[config.mk]
export PLATFORM = sky130hd
export DESIGN_NAME = bfq_sqrt
export DESIGN_NICKNAME = d
export VERILOG_FILES = /design/src/hdl/bfq_pkg.sv /design/src/hdl/bfq_sqrt.sv
export SDC_FILE = /design/constraint.sdc
export NUM_CORES = 2
export LEC_CHECK = 0
export BUFFER_PORTS_ARGS = -buffer_cell sky130_fd_sc_hd__buf_4
export CAP_MARGIN = 0
export CORE_MARGIN = 2
export CORE_UTILIZATION = 44
export CTS_CLUSTER_DIAMETER = 200
export CTS_CLUSTER_SIZE = 10
export DETAILED_ROUTE_END_ITERATION = 16
export HOLD_SLACK_MARGIN = 0.05
export SYNTH_ARGS = -nofsm -noshare
export SYNTH_HDL_FRONTEND = slang
export SYNTH_SLANG_ARGS = --single-unit
export TNS_END_PERCENT = 100
[constraint.sdc]
create_clock -name aclk -period 12.05 [get_ports aclk]
set_clock_uncertainty 0.05 [all_clocks]
set_input_delay 1.8075 -clock aclk [delete_from_list [all_inputs] [get_ports aclk]]
set_output_delay 1.8075 -clock aclk [all_outputs]
set_load 0.03 [all_outputs]
[src/hdl/bfq_pkg.sv]
// Shared types, stage counts and step functions for the quartic bond force core.
// No dependencies; imported by the core, bfq_sqrt, bfq_div and the testbench.
package bfq_pkg;

    localparam int SQRT_STAGES = 8;
    localparam int SQRT_STEPS  = 32 / SQRT_STAGES;
    localparam int DIV_STAGES  = 12;
    localparam int DIV_STEPS   = 48 / DIV_STAGES;
    localparam int DIV_LAT     = DIV_STAGES + 1;
    localparam int PIPE_DEPTH  = 11 + SQRT_STAGES + DIV_LAT;

    localparam logic [47:0] POS_MAX48 = 48'h7FFF_FFFF_FFFF;
    localparam logic [47:0] NEG_MAG48 = 48'h8000_0000_0000;

    typedef struct packed {
        logic [32:0] rem;
        logic [31:0] root;
        logic [63:0] x;
    } sqrt_state_t;

    typedef struct packed {
        logic [42:0] rem;
        logic [47:0] q;
        logic [47:0] lo;
        logic [42:0] den;
        logic        ovf;
    } div_state_t;

    typedef struct packed {
        logic        ovf;
        logic [47:0] q;
    } div_res_t;

    typedef struct packed {
        logic [47:0] force_x;
        logic [47:0] force_y;
        logic [47:0] force_z;
        logic [47:0] energy;
        logic        active;
    } bond_res_t;

    // One radix-4 digit of the integer square root.
    function automatic sqrt_state_t sqrt_step(sqrt_state_t s);
        logic [34:0] cur;
        logic [34:0] trial;
        sqrt_state_t r;
        cur   = {s.rem, s.x[63:62]};
        trial = {1'b0, s.root, 2'b01};
        r     = s;
        r.x   = {s.x[61:0], 2'b00};
        if (cur >= trial) begin
            r.rem  = 33'(cur - trial);
            r.root = {s.root[30:0], 1'b1};
        end else begin
            r.rem  = cur[32:0];
            r.root = {s.root[30:0], 1'b0};
        end
        return r;
    endfunction

    // One restoring division step: one quotient bit.
    function automatic div_state_t div_step(div_state_t s);
        logic [43:0] cur;
        div_state_t r;
        cur  = {s.rem, s.lo[47]};
        r    = s;
        r.lo = {s.lo[46:0], 1'b0};
        if (cur >= {1'b0, s.den}) begin
            r.rem = 43'(cur - {1'b0, s.den});
            r.q   = {s.q[46:0], 1'b1};
        end else begin
            r.rem = cur[42:0];
            r.q   = {s.q[46:0], 1'b0};
        end
        return r;
    endfunction

endpackage

[src/hdl/bfq_sqrt.sv]
// Pipelined 64-bit integer square root, several radix-4 digits per stage.
// Depends on bfq_pkg.
module bfq_sqrt
    import bfq_pkg::*;
(
    input  logic        aclk,
    input  logic        en,
    input  logic [63:0] x,
    output logic [31:0] root
);
    sqrt_state_t stage_reg [SQRT_STAGES];

    for (genvar i = 0; i < SQRT_STAGES; i++) begin : g_stage
        sqrt_state_t st_in;
        sqrt_state_t stage_next;
        if (i == 0) begin : g_first
            assign st_in = '{rem: '0, root: '0, x: x};
        end else begin : g_rest
            assign st_in = stage_reg[i-1];
        end
        always_comb begin
            stage_next = st_in;
            for (int j = 0; j < SQRT_STEPS; j++) begin
                stage_next = sqrt_step(stage_next);
            end
        end
        always_ff @(posedge aclk) begin
            if (en) begin
                stage_reg[i] <= stage_next;
            end
        end
    end

    assign root = stage_reg[SQRT_STAGES-1].root;
endmodule

==> Word level (Yosys, flattened, before mapping) <==
Memory sizes are Yosys's and may differ from the RTL's.
Index checks and enable logic that the tools add are counted.
{ "word_totals": {"register_bits": 0, "ram_bits": 968, "inputBits": 66, "word_cells": 99, "mem_count": 1} }
{ "classes": {"n_addsub": 32, "magnitude_cmp": 32, "muxes": 34} }
{ "mem_list": {"columns": ["name", "words", "word_bits", "rd", "rd_ports_with_merged_regs", "wr", "line", "rtl"], "rows": [
  ["stage_reg", 8, 121, 8, 0, 8, "bfq_sqrt.sv:11", "sqrt_state_t stage_reg [SQRT_STAGES];"]
]} }
{ "op_table": {"columns": ["cell", "count"], "rows": [
  ["$mux W65", 32],
  ["$ge A35 B34 Y1", 31],
  ["$sub A33 B33 Y33", 31],
  ["$sub A2 B1 Y3 const B", 1],
  ["$ge A2 B1 Y1 const B", 1],
  ["$mux W1", 2]
]} }

==> Logic depth before layout (Yosys ltp) <==
An unclocked memory read counts as a cell.
{ "logic_depth": {"word_depth": 9, "mapped_depth": 65, "depth_no_buf": 57} }

==> Worst setup path after synthesis <==
OpenSTA, ideal clock, no wires.
{ "synth_path": {"kind": "reg-to-reg", "startpoint": "memory stage_reg[1][195] in the netlist's numbering", "endpoint": "memory stage_reg[1][344] in the netlist's numbering, data pin", "setup_ns": 0.260, "t_arrival_ns": 12.198, "path_slack_ns": -0.458, "stages_incl_launch_ff": 63, "path_buffers": 9, "synth_period_minus_slack_ns": 12.508, "path_cell_list": "edfxtp_1 inv_1 ha_1 buf_2 and3_1 clkbuf_1 nand2_1 nor2_1 a41o_1 a2111oi_0 nand2_1 inv_1 buf_2 buf_1 nand2_1 nand2_1 ha_1 a21o_1 (+27 left out) clkinv_1 clkbuf_1 nor2_1 a21oi_1 ha_1 and4_1 o211ai_1 a21boi_0 nor2_1 o21ai_0 a31o_2 a21oi_1 o31a_1 a2111oi_0 nor2_1 nand3_1 buf_4 mux2_2"} }
{ "synth_lines": {"columns": ["element", "line"], "rows": [
  ["start: declaration", "bfq_sqrt.sv:11"]
]} }

==> flow_summary.ini <==
[outcome]
status = finished, final reports clean

[die]
core_um2 = 143000
start_util_pct = 44.2
rows = 139
die_x_um = 384
dieArea_um2 = 147000
die_h_um = 384
ios = 98

[synthesis]
async_flop_share_pct = 0
muxShareOfSynthArea_pct = 2.11
synth_top_family_by_area = compound AO/OA/AOI/OAI gates
synth_edf_count = 599
ys.flop_type = edfxtp_1
synth-compound-area-share_pct = 23.4
synth_cell_types = 122
netlist_area_um2 = 63400
synth_xor_area_share_pct = 9.95
syn_area_per_cell_um2 = 8.38
syn_inst = 7568
synth_warnings = 0
yosys_register_bits = 599
synth_fa_ha_area_share_pct = 11.1
yosysSeqAreaShare_pct = 28.4
synthSimpleGateAreaFrac_pct = 21.3

[clocking]
tritoncts = yes
clock-root-buffer = clkbuf_16
clock-sinks = 599
insertion_delay_ps = 700
numCtsBuffers = 70
htreeDepth = 3
clk_pin_slew_ps = 60
clk_path_buf_depth = 3

[placed_design]
portBuffers = 97
gp_congestion = 0.981
dp_hpwl_mm = 170

[detailed_routing]
antenna_left = 0
via_per_inst = 5.99
met1_length_mm = 91.1
wl_met2_mm = 99.7
drc_errors = 0
topRoutingLayerUsed = met5
dr.pass1.iters = 6
wire_per_inst_um = 21.3
drtIter0Drc = 4670
wl_met3_mm = 9.22
vias = 58900
wl_mm = 210

[cells_and_area]
syn2layout_area_growth_pct = 12.3
final_cell_mix = a21oi_1, nor2_1, nand2_1, edfxtp_1, ha_1
multi_input_area_um2 = 43500
nets = 8551
fillers = 13900
register_area_um2 = 18000
drive_above_1_share_pct = 11.5
final_common_cell = a21oi_1
largest_reg_flops = 599
num_antenna_cells = 0

[timing]
fin_crit_sh_pct = 94.7
hold_violations = 0
fmax_mhz = 87.6
tightest_slew_ps = 1170
timing.final.crit_period_ps = 11420
tns_ps = 0
drv_slew = 0
setup_viol = 0
relSlewSlack_pct = 21.4

[global_route]
antenna_found_initial = 6
grt_use_total_pct = 27.6
first_global_vias = 55800
grt_max_degree = 171
grt_first_pass_wirelength_mm = 322
grt_overflow_total = 0

[setup_path]
worst-path-buf-inv = 8
crit_top_cell = a21oi_1
crit_path_top_delay_cell = ha_1
cpPeakStageDelay_ps = 450
crit_family = simple AND/OR/NAND/NOR gates
crit_type = reg -> reg
path_max_fanout = 21
start_kind = register
cp.required_ps = 12420
critPathCaptureType = register
arrival_ps = 11780

[run]
drv_cap = 0

[min_path]
hold_class = reg -> reg
[cell usage after synthesis (16+ instances only)]
master / instances / area, µm²
nor2b_1: 89 / 557
nand3_1: 221 / 1110
a21boi_0: 23 / 173
nand3b_1: 22 / 165
and4_1: 33 / 289
nor4_1: 80 / 500
nor3b_1: 24 / 180
xor2_1: 258 / 2260
o311ai_0: 18 / 158
a21oi_1: 724 / 3620
a31oi_1: 67 / 419
and2_1: 70 / 438
a211o_1: 27 / 236
and3_1: 105 / 657
o21bai_1: 79 / 593
buf_2: 27 / 135
nand2b_1: 103 / 644
nor2_1: 676 / 2540
or4_1: 32 / 240
a21o_1: 312 / 2340
nand4_1: 138 / 863
o211ai_1: 73 / 548
o211a_1: 20 / 200
o2111ai_1: 28 / 245
o21a_1: 91 / 683
or3_1: 79 / 494
nor3_1: 195 / 976
or2_2: 52 / 325
a31o_2: 20 / 175
a211oi_1: 70 / 526
o31ai_1: 62 / 465
nand2_1: 639 / 2400
clkbuf_1: 151 / 567
o21ai_0: 426 / 2130
edfxtp_1: 599 / 18000
xnor2_1: 458 / 4010
ha_1: 560 / 7010
buf_1: 26 / 97.6
mux2_2: 91 / 1020
a41oi_1: 16 / 140
mux2i_1: 28 / 280
nand4b_1: 20 / 175
inv_1: 383 / 1440
o31a_1: 27 / 236
a2111oi_0: 18 / 158
[final timing paths]
path / start / slack, ps / cells after the start / endpoint
worst max register to register: stage_reg[1][190] / 630 / 52 / stage_reg[1][335]
worst max-delay path: stage_reg[1][190] / 630 / 52 / stage_reg[1][335]
worst min-delay path: stage_reg[0][406] / 350 / 0 / stage_reg[1][51]
worst min register to register: stage_reg[0][406] / 350 / 0 / stage_reg[1][51]
[kinds of logic (layout without fill, tap and decap cells)]
logic type               Yosys count  after routing
flip-flops                       599            599
XOR/XNOR                         718            718
other                              1              4
adder cells (fa/ha/maj)          560            560
buffers and inverters            607            968
multiplexers                     122            122
AND/OR/NAND/NOR                 2665           2665
AO/OA/AOI/OAI                   2296           2296
[what timing repair did]
action | in CTS | in global routing
resized for setup | 5 | 124
endpoints found under the setup margin | 3 | 192
setup buffers | 4 | 17
pin swaps | 1 | 13
hold buffers | 0 | 0
cloned | 0 | 2
[routing by layer]
| layer | vias up | global-route usage [%] |
|---|---|---|
| li1 | 28900 | - |
| met3 | 392 | 2.60 |
| met2 | 1667 | 47.1 |
| met1 | 27900 | 35.5 |
| met4 | 6 | 12.1 |
| met5 | - | 0 |
[cell type report]
cell class	count	area share [%]
multi-input combinational	6365	61.1
sequential	599	25.3
timing repair buffer	496	5.52
tap	1903	3.34
clock buffer	70	2.46
inverter	393	2.08
clock inverter	9	0.262
[metrics by stage]
stage / hold slack, ps / utilization [%] / worst slack [ps] / cells / instance area [µm²]
2_1_floorplan: 350 / - / 31.2 / 7571 / 63400
3_3_place_gp: 351 / 47.9 / -183 / 9733 / 68600
3_5_place_dp: 355 / 47.9 / -223 / 9733 / 68600
4_1_cts: 348 / 49.3 / 2.69 / 9816 / 70600
5_1_grt: 365 / 49.7 / -72.1 / 9835 / 71200
6_report: 348 / 49.7 / 635 / 9835 / 71200
Power is left out: the tool's default activity adds up to more than one toggle a clock period on the data nets, which glitch-free logic cannot reach.
